$ cat config.mk
export PLATFORM = sky130hd
export DESIGN_NAME = rtc_fields_to_epoch_seconds_unit
export DESIGN_NICKNAME = d
export VERILOG_FILES = /design/src/rfes_pkg.sv /design/src/rtc_fields_to_epoch_seconds_unit.sv /design/src/rfes_front.sv /design/src/rfes_queue.sv /design/src/rfes_back.sv
export SDC_FILE = /design/constraint.sdc
export NUM_CORES = 1
export LEC_CHECK = 0
export ABC_AREA = 1
export BUFFER_PORTS_ARGS = -buffer_cell sky130_fd_sc_hd__buf_2
export CELL_PAD_IN_SITES_DETAIL_PLACEMENT = 1
export CELL_PAD_IN_SITES_GLOBAL_PLACEMENT = 1
export CORE_MARGIN = 2
export CORE_UTILIZATION = 53
export CTS_CLUSTER_SIZE = 8
export DETAILED_ROUTE_END_ITERATION = 7
export PLACE_DENSITY = 0.95
export SYNTH_ARGS = -nofsm -noshare
export SYNTH_HDL_FRONTEND = slang
export SYNTH_SLANG_ARGS = --single-unit
$ cat constraint.sdc
create_clock -name clk -period 9.7 [get_ports clk]
set_input_delay 0.485 -clock clk [delete_from_list [all_inputs] [get_ports clk]]
set_output_delay 0.485 -clock clk [all_outputs]
set_load 0.02 [all_outputs]
$ cat src/rfes_pkg.sv
// ----------------------------------------------------------------------------
// RTC fields to epoch seconds: shared types and constants
// Queue entry layout, calendar constants and the BCD and month helpers.
// ----------------------------------------------------------------------------
package rfes_pkg;

  localparam int unsigned EPOCH_YEAR     = 1970;
  localparam int unsigned LAST_YEAR      = 2099;
  localparam int unsigned DAYS_PER_YEAR  = 365;
  localparam int unsigned SECS_PER_DAY   = 86400;
  localparam int unsigned SECS_PER_HOUR  = 3600;
  localparam int unsigned SECS_PER_MIN   = 60;
  localparam int unsigned HOURS_HALF_DAY = 12;
  localparam int unsigned YEARS_PER_CENT = 100;
  localparam int unsigned MONTH_FIRST    = 1;
  localparam int unsigned MONTH_LAST     = 12;
  localparam int unsigned MONTH_FEB      = 2;

  // One classified snapshot, as held between the front and the back.
  typedef struct packed {
    logic       ok;        // year and month in range
    logic [7:0] year_off;  // year minus the epoch year
    logic [3:0] month;     // 1 to 12 when ok
    logic [7:0] day;
    logic [7:0] hour;      // already in 24-hour form
    logic [7:0] minute;
    logic [7:0] second;
  } rfes_item_t;

  // Packed BCD byte to binary; nibbles above nine are not rejected.
  function automatic logic [7:0] from_bcd(input logic [7:0] b);
    logic [7:0] tens;
    tens = 8'(b[7:4]) * 8'd10;
    return tens + 8'(b[3:0]);
  endfunction

  // Days before the first of a month in a common year.
  function automatic logic [8:0] days_before_month(input logic [3:0] month);
    logic [8:0] d;
    unique case (month)
      4'd1:    d = 9'd0;
      4'd2:    d = 9'd31;
      4'd3:    d = 9'd59;
      4'd4:    d = 9'd90;
      4'd5:    d = 9'd120;
      4'd6:    d = 9'd151;
      4'd7:    d = 9'd181;
      4'd8:    d = 9'd212;
      4'd9:    d = 9'd243;
      4'd10:   d = 9'd273;
      4'd11:   d = 9'd304;
      4'd12:   d = 9'd334;
      default: d = 9'd0;
    endcase
    return d;
  endfunction

endpackage

$ cat src/rtc_fields_to_epoch_seconds_unit.sv
// ----------------------------------------------------------------------------
// RTC fields to epoch seconds unit
// Registers on the path: the queue store, the back end's first stage, its output.
// Throughput: one transfer per cycle unless the output stalls; both back stages
// use constant multipliers only, and the queue decouples input from output.
// Reset: rst (synchronous, active high) empties the queue and pipeline; no
// results are pending afterwards.
// ----------------------------------------------------------------------------
module rtc_fields_to_epoch_seconds_unit
  import rfes_pkg::*;
#(
  parameter int QUEUE_DEPTH = 2
) (
  input  logic        clk,
  input  logic        rst,
  input  logic        s_axis_tvalid,
  output logic        s_axis_tready,
  // second_raw, minute_raw, hour_raw, day_raw, month_raw, year_raw, century_raw
  input  logic [55:0] s_axis_tdata,
  // binary_mode, mode_24_hour
  input  logic [1:0]  s_axis_tuser,
  output logic        m_axis_tvalid,
  input  logic        m_axis_tready,
  // epoch_seconds
  output logic [31:0] m_axis_tdata,
  // valid_res
  output logic [0:0]  m_axis_tuser
);

  localparam int CNT_W = $clog2(QUEUE_DEPTH + 1);

  rfes_item_t       front_item;
  rfes_item_t       back_item;
  logic             back_valid, back_ready;
  logic [CNT_W-1:0] queue_level;

  // The front decodes the snapshot combinationally; a transfer on the input
  // side writes the classified item straight into the queue.
  rfes_front u_front (
    .binary_mode  (s_axis_tuser[0]),
    .mode_24_hour (s_axis_tuser[1]),
    .second_raw   (s_axis_tdata[7:0]),
    .minute_raw   (s_axis_tdata[15:8]),
    .hour_raw     (s_axis_tdata[23:16]),
    .day_raw      (s_axis_tdata[31:24]),
    .month_raw    (s_axis_tdata[39:32]),
    .year_raw     (s_axis_tdata[47:40]),
    .century_raw  (s_axis_tdata[55:48]),
    .item         (front_item)
  );

  // The queue's ready depends on its own fill level only, so the input side
  // never waits on the output handshake combinationally.
  rfes_queue #(
    .DEPTH (QUEUE_DEPTH)
  ) u_queue (
    .clk        (clk),
    .rst        (rst),
    .push_valid (s_axis_tvalid),
    .push_ready (s_axis_tready),
    .push_item  (front_item),
    .pop_valid  (back_valid),
    .pop_ready  (back_ready),
    .pop_item   (back_item),
    .level      (queue_level)
  );

  // The back end turns the item into seconds; its last stage is the output
  // register, and an out-of-range date gives zero with the flag cleared.
  rfes_back u_back (
    .clk         (clk),
    .rst         (rst),
    .item_valid  (back_valid),
    .item_ready  (back_ready),
    .item        (back_item),
    .out_valid   (m_axis_tvalid),
    .out_ready   (m_axis_tready),
    .out_seconds (m_axis_tdata),
    .out_ok      (m_axis_tuser[0])
  );

  // The queue never holds more than its depth.
  a_level_bound: assert property (@(posedge clk) disable iff (rst)
    queue_level <= CNT_W'(QUEUE_DEPTH))
    else $error("queue level exceeds its depth");

  // The fill level moves by at most one entry per cycle.
  a_level_step: assert property (@(posedge clk) disable iff (rst)
    !$past(rst) |-> (queue_level == $past(queue_level))
                 || (queue_level == $past(queue_level) + 1'b1)
                 || (queue_level == $past(queue_level) - 1'b1))
    else $error("queue level jumped");

  // A result marked invalid carries zero seconds.
  a_invalid_zero: assert property (@(posedge clk) disable iff (rst)
    m_axis_tvalid && !m_axis_tuser[0] |-> m_axis_tdata == '0)
    else $error("invalid result with non-zero seconds");

endmodule

$ cat src/rfes_front.sv
// ----------------------------------------------------------------------------
// RTC fields to epoch seconds: front decoder
// Decodes BCD, folds 12-hour time into 24-hour form and checks the date range.
// ----------------------------------------------------------------------------
module rfes_front
  import rfes_pkg::*;
(
  input  logic       binary_mode,
  input  logic       mode_24_hour,
  input  logic [7:0] second_raw,
  input  logic [7:0] minute_raw,
  input  logic [7:0] hour_raw,
  input  logic [7:0] day_raw,
  input  logic [7:0] month_raw,
  input  logic [7:0] year_raw,
  input  logic [7:0] century_raw,
  output rfes_item_t item
);

  logic [7:0]  sec_dec, min_dec, hour_dec, day_dec, mon_dec, yr_dec, cen_dec;
  logic [7:0]  hour_low_bcd;
  logic [7:0]  hour_pm;
  logic [7:0]  hour_24;
  logic [15:0] year;
  logic        year_ok, month_ok;

  assign hour_low_bcd = from_bcd({1'b0, hour_raw[6:0]});

  always_comb begin
    if (binary_mode) begin
      sec_dec  = second_raw;
      min_dec  = minute_raw;
      hour_dec = hour_raw;
      day_dec  = day_raw;
      mon_dec  = month_raw;
      yr_dec   = year_raw;
      cen_dec  = century_raw;
    end else begin
      sec_dec  = from_bcd(second_raw);
      min_dec  = from_bcd(minute_raw);
      // The PM flag in bit 7 survives BCD decoding untouched.
      hour_dec = {hour_raw[7], hour_low_bcd[6:0]};
      day_dec  = from_bcd(day_raw);
      mon_dec  = from_bcd(month_raw);
      yr_dec   = from_bcd(year_raw);
      cen_dec  = from_bcd(century_raw);
    end
  end

  // Twelve-hour clock: 12 AM is midnight, 12 PM stays noon.
  assign hour_pm = 8'(hour_dec[6:0]) + 8'(HOURS_HALF_DAY);

  always_comb begin
    hour_24 = hour_dec;
    if (!mode_24_hour) begin
      if (hour_dec[7]) begin
        hour_24 = (hour_pm == 8'(2 * HOURS_HALF_DAY)) ? 8'(HOURS_HALF_DAY) : hour_pm;
      end else if (hour_dec == 8'(HOURS_HALF_DAY)) begin
        hour_24 = '0;
      end
    end
  end

  assign year     = 16'(cen_dec) * 16'(YEARS_PER_CENT) + 16'(yr_dec);
  assign year_ok  = (year >= 16'(EPOCH_YEAR)) && (year <= 16'(LAST_YEAR));
  assign month_ok = (mon_dec >= 8'(MONTH_FIRST)) && (mon_dec <= 8'(MONTH_LAST));

  always_comb begin
    item          = '0;
    item.ok       = year_ok && month_ok;
    item.year_off = 8'(year - 16'(EPOCH_YEAR));
    item.month    = mon_dec[3:0];
    item.day      = day_dec;
    item.hour     = hour_24;
    item.minute   = min_dec;
    item.second   = sec_dec;
  end

endmodule

$ cat src/rfes_queue.sv
// ----------------------------------------------------------------------------
// RTC fields to epoch seconds: item queue
// Small first-in first-out buffer that lets the front and back stall apart.
// ----------------------------------------------------------------------------
module rfes_queue
  import rfes_pkg::*;
#(
  parameter int DEPTH = 2
) (
  input  logic                           clk,
  input  logic                           rst,
  input  logic                           push_valid,
  output logic                           push_ready,
  input  rfes_item_t                     push_item,
  output logic                           pop_valid,
  input  logic                           pop_ready,
  output rfes_item_t                     pop_item,
  output logic [$clog2(DEPTH+1)-1:0]     level
);

  localparam int PTR_W = (DEPTH > 1) ? $clog2(DEPTH) : 1;
  localparam int CNT_W = $clog2(DEPTH + 1);

  rfes_item_t       store [DEPTH];
  logic [PTR_W-1:0] wr_ptr, rd_ptr;
  logic             do_push, do_pop;

  assign push_ready = (level != CNT_W'(DEPTH));
  assign pop_valid  = (level != '0);
  assign pop_item   = store[rd_ptr];
  assign do_push    = push_valid && push_ready;
  assign do_pop     = pop_valid && pop_ready;

  always_ff @(posedge clk) begin
    if (rst) begin
      wr_ptr <= '0;
      rd_ptr <= '0;
      level  <= '0;
    end else begin
      if (do_push) begin
        wr_ptr <= (wr_ptr == PTR_W'(DEPTH - 1)) ? '0 : wr_ptr + 1'b1;
      end
      if (do_pop) begin
        rd_ptr <= (rd_ptr == PTR_W'(DEPTH - 1)) ? '0 : rd_ptr + 1'b1;
      end
      case ({do_push, do_pop})
        2'b10:   level <= level + 1'b1;
        2'b01:   level <= level - 1'b1;
        default: level <= level;
      endcase
    end
  end

  always_ff @(posedge clk) begin
    if (do_push) begin
      store[wr_ptr] <= push_item;
    end
  end

endmodule

$ cat src/rfes_back.sv
// ----------------------------------------------------------------------------
// RTC fields to epoch seconds: back end
// Two-stage pipeline: day count and time of day, then the scaled sum.
// ----------------------------------------------------------------------------
module rfes_back
  import rfes_pkg::*;
(
  input  logic        clk,
  input  logic        rst,
  input  logic        item_valid,
  output logic        item_ready,
  input  rfes_item_t  item,
  output logic        out_valid,
  input  logic        out_ready,
  output logic [31:0] out_seconds,
  output logic        out_ok
);

  logic        s1_valid, s1_ok;
  logic [15:0] s1_days;   // day count plus one, so that day zero stays positive
  logic [19:0] s1_tod;
  logic        s1_free, out_free;

  logic [16:0] yr_days;
  logic [5:0]  leap_days;
  logic        leap_extra;
  logic [15:0] days_next;
  logic [19:0] tod_next;
  logic [32:0] day_secs;
  logic [31:0] total;

  assign out_free   = !out_valid || out_ready;
  assign s1_free    = !s1_valid || out_free;
  assign item_ready = s1_free;

  // Leap years before this one; inside 1970..2099 every fourth year is leap,
  // 2000 included, so the year is leap when the offset is two modulo four.
  assign yr_days    = 17'(item.year_off) * 17'(DAYS_PER_YEAR);
  assign leap_days  = 6'((9'(item.year_off) + 9'd1) >> 2);
  assign leap_extra = (item.year_off[1:0] == 2'b10) && (item.month > 4'(MONTH_FEB));
  assign days_next  = 16'(yr_days + 17'(leap_days) + 17'(days_before_month(item.month))
                        + 17'(leap_extra) + 17'(item.day));
  assign tod_next   = 20'(20'(item.hour) * 20'(SECS_PER_HOUR)
                        + 20'(item.minute) * 20'(SECS_PER_MIN) + 20'(item.second));

  // Sum wraps modulo 2^32, as does the day-zero borrow.
  assign day_secs = 33'(s1_days) * 33'(SECS_PER_DAY);
  assign total    = 32'(day_secs + 33'(s1_tod) - 33'(SECS_PER_DAY));

  always_ff @(posedge clk) begin
    if (rst) begin
      s1_valid  <= 1'b0;
      out_valid <= 1'b0;
    end else begin
      if (s1_free) begin
        s1_valid <= item_valid;
      end
      if (out_free) begin
        out_valid <= s1_valid;
      end
    end
  end

  always_ff @(posedge clk) begin
    if (s1_free && item_valid) begin
      s1_ok   <= item.ok;
      s1_days <= days_next;
      s1_tod  <= tod_next;
    end
    if (out_free && s1_valid) begin
      out_ok      <= s1_ok;
      out_seconds <= s1_ok ? total : '0;
    end
  end

endmodule

After elaboration in Yosys (flattened, before gate mapping)
Memory sizes are Yosys's and may differ from the RTL's. A register that Yosys moved wholly into a read port is not among the register bits.
Index checks and enable logic that the tools add are counted.
- flip-flop bits (word level): 76
- bits in read-only memories: 144
- memories kept: 2
- memory bits (writable): 90
- input bits: 62
- output and inout port bits: 35
- multipliers: 12
- add/subtract/negate cells: 23
- reductions and logical operators: 13
- equality and inequality tests: 6
- mux-type cells: 18
- magnitude comparators: 5
- memory list (name ; words ; width ; rd ports ; clocked after Yosys merged registers in ; write ports ; line ; source):
    (name not given) ; 16 ; 9 ; 1 ; 0 ; 0 ; rfes_pkg.sv:40 ; unique case (month)
    u_queue.store ; 2 ; 45 ; 1 ; 1 ; 1 ; rfes_queue.sv:24 ; rfes_item_t store [DEPTH];
- operators with widths (operator ; count):
    $mux W8 ; 9
    $add A8 B4 Y8 ; 6
    $mul A4 B3 Y7 const B ; 6
    $add A32 B20 Y32 ; 1
    $sub A32 B17 Y32 const B ; 1
    $mul A16 B10 Y25 const B ; 1
    $add A20 B14 Y20 ; 1
    $add A20 B8 Y20 ; 1
    $add A15 B8 Y16 ; 1
    $add A16 B1 Y16 ; 1
    $add A16 B6 Y16 ; 1
    $add A16 B8 Y16 ; 1
    $add A16 B9 Y16 ; 1
    $ge A16 B11 Y1 const B ; 1
    $le A16 B12 Y1 const B ; 1
    $mul A8 B8 Y16 const B ; 1
    $mul A8 B9 Y16 const B ; 1
    $mux W7 ; 2
    $mul A8 B5 Y13 const B ; 1
    $mul A8 B4 Y12 const B ; 1
    $add A7 B4 Y8 const B ; 1
    $add A8 B1 Y8 const B ; 1
    $eq A8 B4 Y1 const B ; 1
    $eq A8 B5 Y1 const B ; 1
    18 further kinds ; 34

Depth between registers and ports, before layout
Gate-level depths: netlist of the first run.
- word-level depth: 8
- mapped depth: 31

Modules after synthesis
A second synthesis of the first run with hierarchy kept.
- cells, all modules: 2216
- area total of the unflattened synthesis: 19505.0 sq um
- modules (own cells, without submodules) (module ; sequential area each (sq um) ; area an instance (sq um) ; instances ; cells each):
    rfes_back ; 2142.1 ; 11820.1 ; 1 ; 1384
    rfes_front ; 0.0 ; 3992.6 ; 1 ; 654
    rfes_queue ; 2802.7 ; 3692.3 ; 1 ; 178

Least setup slack after synthesis of the first run
No wires, ideal clock.
- path kind: register to register
- start point: reg u_back.s1_days[1]
- end point: reg u_back.out_seconds[27] (data pin)
- arrival: 5029 ps
- setup time: 260 ps
- slack: 4411 ps
- clock period less this slack: 5289 ps
- cell stages (with the launch flop): 25
- cells stage by stage: edfxtp_1 ha_1 inv_1 fa_1 fa_1 inv_1 ha_1 inv_1 fa_1 inv_1 ha_1 a21oi_1 o21ai_0 a21o_1 xnor2_1 ha_1 inv_1 ha_1 a21oi_1 a21boi_0 o21bai_1 a21oi_1 o21bai_1 o21ai_0 a21oi_1
- longest elaborated chain between the ends: 3
- RTL lines (element ; line ; source):
    start, declared ; rfes_back.sv:20 ; logic [15:0] s1_days;
    start signal, assigned ; rfes_back.sv:67 ; s1_days <= days_next;
    $mul A16 B10 Y25 ; rfes_back.sv:47 ; assign day_secs = 33'(s1_days) * 33'(SECS_PER_DAY);
    $add A32 B20 Y32 ; rfes_back.sv:48 ; assign total = 32'(day_secs + 33'(s1_tod) - 33'(SECS_PER_DAY));
    $sub A32 B17 Y32 ; rfes_back.sv:48 ;
    end signal, assigned ; rfes_back.sv:72 ; out_seconds <= s1_ok ? total : '0;
    end, declared ; rfes_back.sv:15 ; output logic [31:0] out_seconds,
No other way between the ends.
A chain may end at the register's enable or synchronous reset.

==> results of run 1 <==
[logic make-up after synthesis]
logic type      count (synthesis)
compound gates                300
flops                         167
simple gates                  739
fa+ha+maj                     459
mux                             5
xor+xnor                       96
buf+inv                       460
[through the flow]
step	util, %	cells	cell area [um2]	hold WS [ps]
after global routing	58.0	2799	20500	237
after global placement	56.4	2767	20000	470
after floorplan	-	2226	18900	424
final	58.0	2799	20500	242
after detailed placement	56.4	2767	20000	493
after CTS	58.0	2799	20500	232
[worst max-delay path by stage]
stage                           startpoint                                   end  slack, ps  cells past startpoint
2_1_floorplan  u_back.s1_days[1]$_DFFE_PP_  u_back.out_seconds[27]$_SDFFCE_PN0P_       4410                     24
3_3_place_gp                      register          u_back.s1_days[13]$_DFFE_PP_       3850                     20
3_5_place_dp                      register          u_back.s1_days[13]$_DFFE_PP_       3360                     20
4_1_cts                           register           u_back.s1_tod[19]$_DFFE_PP_       3140                     27
5_1_grt                           register           u_back.s1_tod[19]$_DFFE_PP_       2700                     27
6_report                          register           u_back.s1_tod[19]$_DFFE_PP_       3050                     27
[per-layer routing]
| layer | global-route usage (%) | share of wire (%) |
|---|---|---|
| met5 | 0 | 0 |
| met1 | 36.3 | 37 |
| met4 | 21.4 | 6.5 |
| met3 | 4.60 | 4.7 |
| met2 | 64.7 | 52 |
[registers in the layout, summed over array words and instances (netlist names), named ones only]
register	cells
u_queue.store	90
u_back.out_seconds	32
u_back.s1_tod	20
u_back.s1_days	16
u_queue.level	2
u_back.out_ok	1
u_back.out_valid	1
u_back.s1_ok	1
u_back.s1_valid	1
u_queue.rd_ptr	1
u_queue.wr_ptr	1
[cells in the final DEF (no fill, tap or decap), types with 11 or more instances in the layout]
cell                        synthesis  final
sky130_fd_sc_hd__a21o_1            11     11
sky130_fd_sc_hd__a21oi_1          131    130
sky130_fd_sc_hd__buf_2              4     96
sky130_fd_sc_hd__clkbuf_16          0     17
sky130_fd_sc_hd__edfxtp_1         160    160
sky130_fd_sc_hd__fa_1             114    114
sky130_fd_sc_hd__ha_1             345    345
sky130_fd_sc_hd__inv_1            434    434
sky130_fd_sc_hd__nand2_1          447    447
sky130_fd_sc_hd__nand3_1           87     87
sky130_fd_sc_hd__nand4_1           28     28
sky130_fd_sc_hd__nor2_1           120    118
sky130_fd_sc_hd__nor3_1            19     19
sky130_fd_sc_hd__o21ai_0          101    101
sky130_fd_sc_hd__o21bai_1          11     11
sky130_fd_sc_hd__or2_2             24     24
sky130_fd_sc_hd__xnor2_1           39     39
sky130_fd_sc_hd__xor2_1            57     57
[area by class of cell]
| class | count | area [um2] | share of cell area (%) |
|---|---|---|---|
| Timing Repair Buffer | 102 | 526 | 2.56 |
| Sequential cell | 167 | 4940 | 24.1 |
| Clock inverter | 15 | 146 | 0.713 |
| Clock buffer | 17 | 425 | 2.07 |
| Multi-Input combinational cell | 1599 | 12300 | 59.8 |
| Inverter | 438 | 1640 | 8.00 |
| Tap cell | 461 | 577 | 2.81 |
[synth_stat cells, types with 5 or more instances]
cell type,count,area [um2]
sky130_fd_sc_hd__a21o_1,11,82.6
sky130_fd_sc_hd__a21oi_1,131,656
sky130_fd_sc_hd__a31oi_1,6,37.5
sky130_fd_sc_hd__buf_1,5,18.8
sky130_fd_sc_hd__clkbuf_1,12,45.0
sky130_fd_sc_hd__dfxtp_1,7,140
sky130_fd_sc_hd__edfxtp_1,160,4800
sky130_fd_sc_hd__fa_1,114,2280
sky130_fd_sc_hd__ha_1,345,4320
sky130_fd_sc_hd__inv_1,434,1630
sky130_fd_sc_hd__mux2i_1,5,50.1
sky130_fd_sc_hd__nand2_1,447,1680
sky130_fd_sc_hd__nand3_1,87,435
sky130_fd_sc_hd__nand3b_1,5,37.5
sky130_fd_sc_hd__nand4_1,28,175
sky130_fd_sc_hd__nor2_1,120,450
sky130_fd_sc_hd__nor3_1,19,95.1
sky130_fd_sc_hd__o211ai_1,6,45.0
sky130_fd_sc_hd__o21a_1,7,52.6
sky130_fd_sc_hd__o21ai_0,101,505
sky130_fd_sc_hd__o21bai_1,11,82.6
sky130_fd_sc_hd__or2_2,24,150
sky130_fd_sc_hd__xnor2_1,39,342
sky130_fd_sc_hd__xor2_1,57,499
[worst max-delay path, delay by kind of cell, from the launching register on]
family / cells / cell delay (ps)
adders and majority gates: 5 / 2250
AOI/OAI and AO/OA: 5 / 1020
and+or+nand+nor: 11 / 1300
xor gates and xnor gates: 1 / 260
buffers and inverters: 5 / 1220
DFF: 1 / 320
==> metrics.md, run 1 <==
| Metric | Value |
|---|---|
| Mean area per synthesized cell | `8.50 um2` |
| Category of the worst setup path launch point | `register` |
| Worst reg2reg setup slack | `~3100 ps` |
| Post-synthesis register bit count | `roughly 170` |
| Synth Area in Compound Gates | `8.85%` |
| Number of buffers created by CTS | `17` |
| Max Clk Rate | `150 MHz` |
| Number of top-level pins | `97` |
| First-pass GRT wire length | `between 90000 and 100000 um` |
| Die Span Y | `193 um` |
| Reg-to-reg critical path endpoint | `u_back.s1_tod[19]$_DFFE_PP_` |
| Leading register cell type out of synthesis | `sky130_fd_sc_hd__edfxtp_1` |
| Post-layout net count | `2846` |
| Minimum period implied by the final worst setup slack | `6650 ps` |
| Root buffer cell | `sky130_fd_sc_hd__clkbuf_16` |
| Count of final max-slew check failures | `0` |
| Number of antenna violations at the first check in global routing | `0` |
| Pre-CTS worst setup slack | `3360 ps` |
| Max cap viols | `0` |
| Total detailed-routing wirelength | `62400 um` |
| Overflow after GRT | `0` |
| Cell mode on critical path | `sky130_fd_sc_hd__nand2_1` |
| Clock insertion delay at the later pin of the skew report | `460 ps` |
| Std-Cell Rows | `69` |
| Worst Setup Slack, final | `3050 ps` |
| DRT Pass-1 Iters | `5` |
| Post-CTS setup buffers | `0` |
| Fraction of the cycle the final worst path needs | `68.5%` |
| Share of the yosys chip area belonging to registers | `26.1%` |
| Number of cells traversed by the worst hold path | `1` |
| Via count of the first global-routing pass | `between 15000 and 20000` |
| Synthesized netlist net count | `2747` |
| Worst EP arrival | `6850 ps` |
| Ratio of routed vias to standard cells | `around 5.9` |
| Die outline area | `37200 um2` |
| Highest net fanout along the worst path | `46` |
| Total of endpoints with negative setup slack in the final report | `0` |
| Main combinational cell family by area after synthesis | `adder cells` |
| Filler Cell Count | `between 4000 and 5000` |
| Data required time at the worst endpoint | `9900 ps` |
| GP Congestion | `0.934` |
| Critical-path cell with the highest stage delay | `sky130_fd_sc_hd__fa_1` |
| Unique cell type count in the Yosys netlist | `48` |
| Run status | `finished, final reports clean` |
| Synth Cell Area | `18900 um2` |
| Critical setup path kind | `register to register` |
| Number of synthesized flops with an enable pin | `160` |
| Gate Count Post-Synth | `2226` |
| N_diodes | `0` |
| Asr flop ratio synth | `0%` |
| Initial DRC count | `approximately 1100` |
| Actual slew at the worst max-slew pin | `1340 ps` |
| Hold Fails Final Rpt | `0` |
| Cts repair resizes | `0` |
| Placeable core area | `35400 um2` |
| Max transition margin | `10.3%` |
| Endpoint of the worst hold path | `u_queue.store[0][8]$_DFFE_PP_` |
| R2r worst-path depth | `27` |
| CP peak stage delay | `approximately 600 ps` |
| Die Width | `193 um` |
| Synthesis warning total | `0` |
| Remaining antenna violation count after routing | `0` |
| Final Skew | `~19 ps` |
| Area share of xor/xnor cells in the synthesized design | `approximately 4.4%` |
| Clock tree from TritonCTS | `yes` |
| Ratio of cells with drive above 1 in the final layout | `between 7 and 8%` |
| Residual DRC count | `0` |
| Depth of the CTS H-tree | `4` |
| Largest buffer count on any clock path | `2` |
| Synth-to-layout area growth | `8.50%` |
| Mux share of post-synthesis cell area | `0.264%` |
| Clock sink total | `between 150 and 200` |
| Number of buffers inserted by port buffering | `96` |
| Initial cell density of the core | `53.5%` |
| Source of the worst hold timing path | `s_axis_tdata[8]` |
| Setup TNS | `0 ps` |
| Drt wl/cell | `around 22 um` |
| GR Util All Layers | `34.5%` |
| Pin count of the biggest net entering global routing | `52` |
| Clock transition at the registers of the reported paths | `70 ps` |
| Synth Area in Adders | `a little over a third` |
| Setup repair after global routing missed its margin | `false` |
| Number of vias after detailed routing | `16600` |
| Hold-fix buffer count after cts | `0` |
| Basic-gate share of the synthesized area counting and, or, nand and nor cells | `16.3%` |
| Final HPWL from detailed placement | `around 47000 um` |
| Element type at the critical path end | `register` |
| Worst min-delay path category | `input port to register` |
Power of run 1 is not shown: default switching activity piles up to over one toggle a cycle in this logic, so the estimate is an artifact.
==> run 2: changes to the inputs <==
--- a/config.mk
+++ b/config.mk
@@ -10,10 +10,10 @@
 export CELL_PAD_IN_SITES_DETAIL_PLACEMENT = 1
 export CELL_PAD_IN_SITES_GLOBAL_PLACEMENT = 1
 export CORE_MARGIN = 2
-export CORE_UTILIZATION = 53
+export CORE_UTILIZATION = 44
 export CTS_CLUSTER_SIZE = 8
 export DETAILED_ROUTE_END_ITERATION = 7
-export PLACE_DENSITY = 0.95
+export PLACE_DENSITY = 0.85
 export SYNTH_ARGS = -nofsm -noshare
 export SYNTH_HDL_FRONTEND = slang
 export SYNTH_SLANG_ARGS = --single-unit
==> constraint.sdc (replaced) <==
create_clock -name clk -period 5.4 [get_ports clk]
set_input_delay 0.27 -clock clk [delete_from_list [all_inputs] [get_ports clk]]
set_output_delay 0.27 -clock clk [all_outputs]
set_load 0.02 [all_outputs]
==> run 2 against run 1 <==
The flow now finishes with violations (setup timing). Die area rose by 20%. Worst setup slack got worse by 3300 ps. First-iteration DRC count fell by 14%. Register-to-register slack got worse by 3300 ps. Cell area rose by 13%. Via count rose by 0.54%. Fmax rose by 18%. Sequential share of layout area fell by 2.8 points. Wire length fell by 1.6%. Non-clock buffer count rose by 160. Highest routed layer unchanged.
==> metrics.md, run 2 (synthesis gave the netlist of run 1 again) <==
| Metric | Value |
|---|---|
| Largest register FFs | `90` |
| Clock sink total | `167` |
| Number of vias after detailed routing | `16700` |
| Number of buffers created by CTS | `17` |
| Synth-to-layout area growth | `22.8%` |
| Commonest non-fill, non-tap cell in the layout | `sky130_fd_sc_hd__nand2_1` |
| GP Congestion | `0.916` |
| Critical-path cell with the highest stage delay | `sky130_fd_sc_hd__fa_1` |
| Die Width | `211 um` |
| Clock insertion delay at the later pin of the skew report | `between 400 and 500 ps` |
| Data required time at the worst endpoint | `5640 ps` |
| Root buffer cell | `sky130_fd_sc_hd__clkbuf_16` |
| DRT Pass-1 Iters | `5` |
| Overflow after GRT | `0` |
| Total of endpoints with negative setup slack in the final report | `11` |
| Worst min-delay path category | `input port to register` |
| Remaining antenna violation count after routing | `0` |
| Final HPWL from detailed placement | `44100 um` |
| Clock tree from TritonCTS | `yes` |
| Run status | `complete, but fails checks` |
| Max Clk Rate | `~180 MHz` |
| Setup repair after global routing missed its margin | `true` |
| Pin count of the biggest net entering global routing | `47` |
| Total detailed-routing wirelength | `slightly above 60000 um` |
| Count of final max-slew check failures | `0` |
| Depth of the CTS H-tree | `4` |
| Max cap viols | `0` |
| Placement Cell Area | `20900 um2` |
| Residual DRC count | `0` |
| Clock transition at the registers of the reported paths | `80 ps` |
| Final Skew | `15.6 ps` |
| Via count of the first global-routing pass | `18200` |
| Actual slew at the worst max-slew pin | `1070 ps` |
| Die Span Y | `211 um` |
| Highest net fanout along the worst path | `4` |
| Share of the core filled with cells | `between 50% and 60%` |
| Post-layout net count | `3006` |
| GR Util All Layers | `25.8%` |
| Cell mode on critical path | `sky130_fd_sc_hd__inv_2` |
| Worst Setup Slack, final | `-254 ps` |
| Hold Fails Final Rpt | `0` |
| First-pass GRT wire length | `between 90000 and 100000 um` |
| Initial DRC count | `952` |
| Most used cells in the layout excluding fill and tap cells | `409 x sky130_fd_sc_hd__nand2_1, 404 x sky130_fd_sc_hd__inv_1, 307 x sky130_fd_sc_hd__ha_1` |
| Violations in the final reports | `setup timing` |
| Number of buffers inserted by port buffering | `96` |
| Largest reg by FF count | `u_queue.store` |
| Drt wl/cell | `20.2 um` |
| Number of antenna violations at the first check in global routing | `0` |
| Ratio of cells with drive above 1 in the final layout | `around 22%` |
| Number of top-level pins | `97` |
| Element type at the critical path end | `register` |
| Std-Cell Rows | `between 70 and 80` |
| Die outline area | `44700 um2` |
| Minimum period implied by the final worst setup slack | `5650 ps` |
| Fraction of the cycle the final worst path needs | `105%` |
| CP peak stage delay | `570 ps` |
| Total non-filler cell area in the finished layout | `around 23000 um2` |
| Ratio of routed vias to standard cells | `5.49` |
| Largest buffer count on any clock path | `2` |
| Max transition margin | `28.3%` |
| Initial cell density of the core | `44.8%` |
| Pre-CTS worst setup slack | `-469 ps` |
| N_diodes | `0` |
| Critical setup path kind | `register to register` |
| Category of the worst setup path launch point | `register` |
| Worst EP arrival | `roughly 6000 ps` |
| Placeable core area | `between 40000 and 50000 um2` |
| Biggest regs | `u_queue.store: 90 flops, u_back.out_seconds: 32 flops, u_back.s1_tod: 20 flops` |
[run 2: cell types whose count changed in the layout (fill, tap and decap cells not counted), moves of 13 or more]
cell	change
sky130_fd_sc_hd__a21oi_2	+21
sky130_fd_sc_hd__nand2_4	+13
sky130_fd_sc_hd__a21oi_1	-32
sky130_fd_sc_hd__buf_4	+149
sky130_fd_sc_hd__nand2_2	+24
sky130_fd_sc_hd__nor2_1	-17
sky130_fd_sc_hd__inv_1	-30
sky130_fd_sc_hd__o21ai_0	-25
sky130_fd_sc_hd__inv_2	+28
sky130_fd_sc_hd__ha_1	-38
sky130_fd_sc_hd__nand2_1	-38
sky130_fd_sc_hd__ha_4	+32
[run 2: critical path: cells and delay by family (launching register included)]
| family | cells | cell delay (ps) |
|---|---|---|
| flip-flops | 1 | 470 |
| adder cells (fa/ha/maj) | 7 | 2820 |
| AO/OA/AOI/OAI | 3 | 480 |
| AND/OR/NAND/NOR | 11 | 1000 |
| XOR/XNOR | 1 | 160 |
| buffers and inverters | 7 | 460 |
[run 2: metrics by stage]
step	cells	hold WS (ps)	TNS, ps
floorplan	2226	339	0
detailed placement	2951	474	-4900
global route	3037	23.0	-4840
finish	3037	28.4	-1510
global placement	2951	462	-1330
CTS	3012	9.37	0
[run 2: layer usage]
layer / up-vias / wire, um / global-route usage, %
met1: 8289 / 23600 / 27.8
li1: 7778 / - / -
met5: - / 0 / 0
met3: 173 / 1900 / 3.09
met4: 0 / 2590 / 11.9
met2: 427 / 33400 / 50.0
[run 2: final timing paths]
kind,from,end,slack [ps],cells after the start
hold reg to reg,u_queue.rd_ptr$_SDFFE_PP0P_,u_queue.rd_ptr$_SDFFE_PP0P_,490,2
setup reg to reg,u_back.s1_days[3]$_DFFE_PP_,u_back.out_seconds[30]$_SDFFCE_PN0P_,-250,29
hold / removal,rst,u_queue.rd_ptr$_SDFFE_PP0P_,30,2
setup / recovery,u_back.s1_days[3]$_DFFE_PP_,u_back.out_seconds[30]$_SDFFCE_PN0P_,-250,29
[run 2: area by class of cell]
type	instances	area, um2
fill	4934	19000
multi-input combinational	1599	13600
sequential	167	4950
timing repair buffer	262	1800
inverter	438	1650
tap	539	674
clock buffer	18	429
clock inverter	14	169
[run 2: timing repair]
action / 4_1_cts / 5_1_grt
endpoints found under the hold margin: 6 / 0
cloned: 0 / 1
resized for setup: 168 / 134
pin swaps: 78 / 76
setup endpoints to repair: 18 / 26
setup buffers: 28 / 24
hold buffers: 3 / 0
Power of run 2 is left out for the same reason.
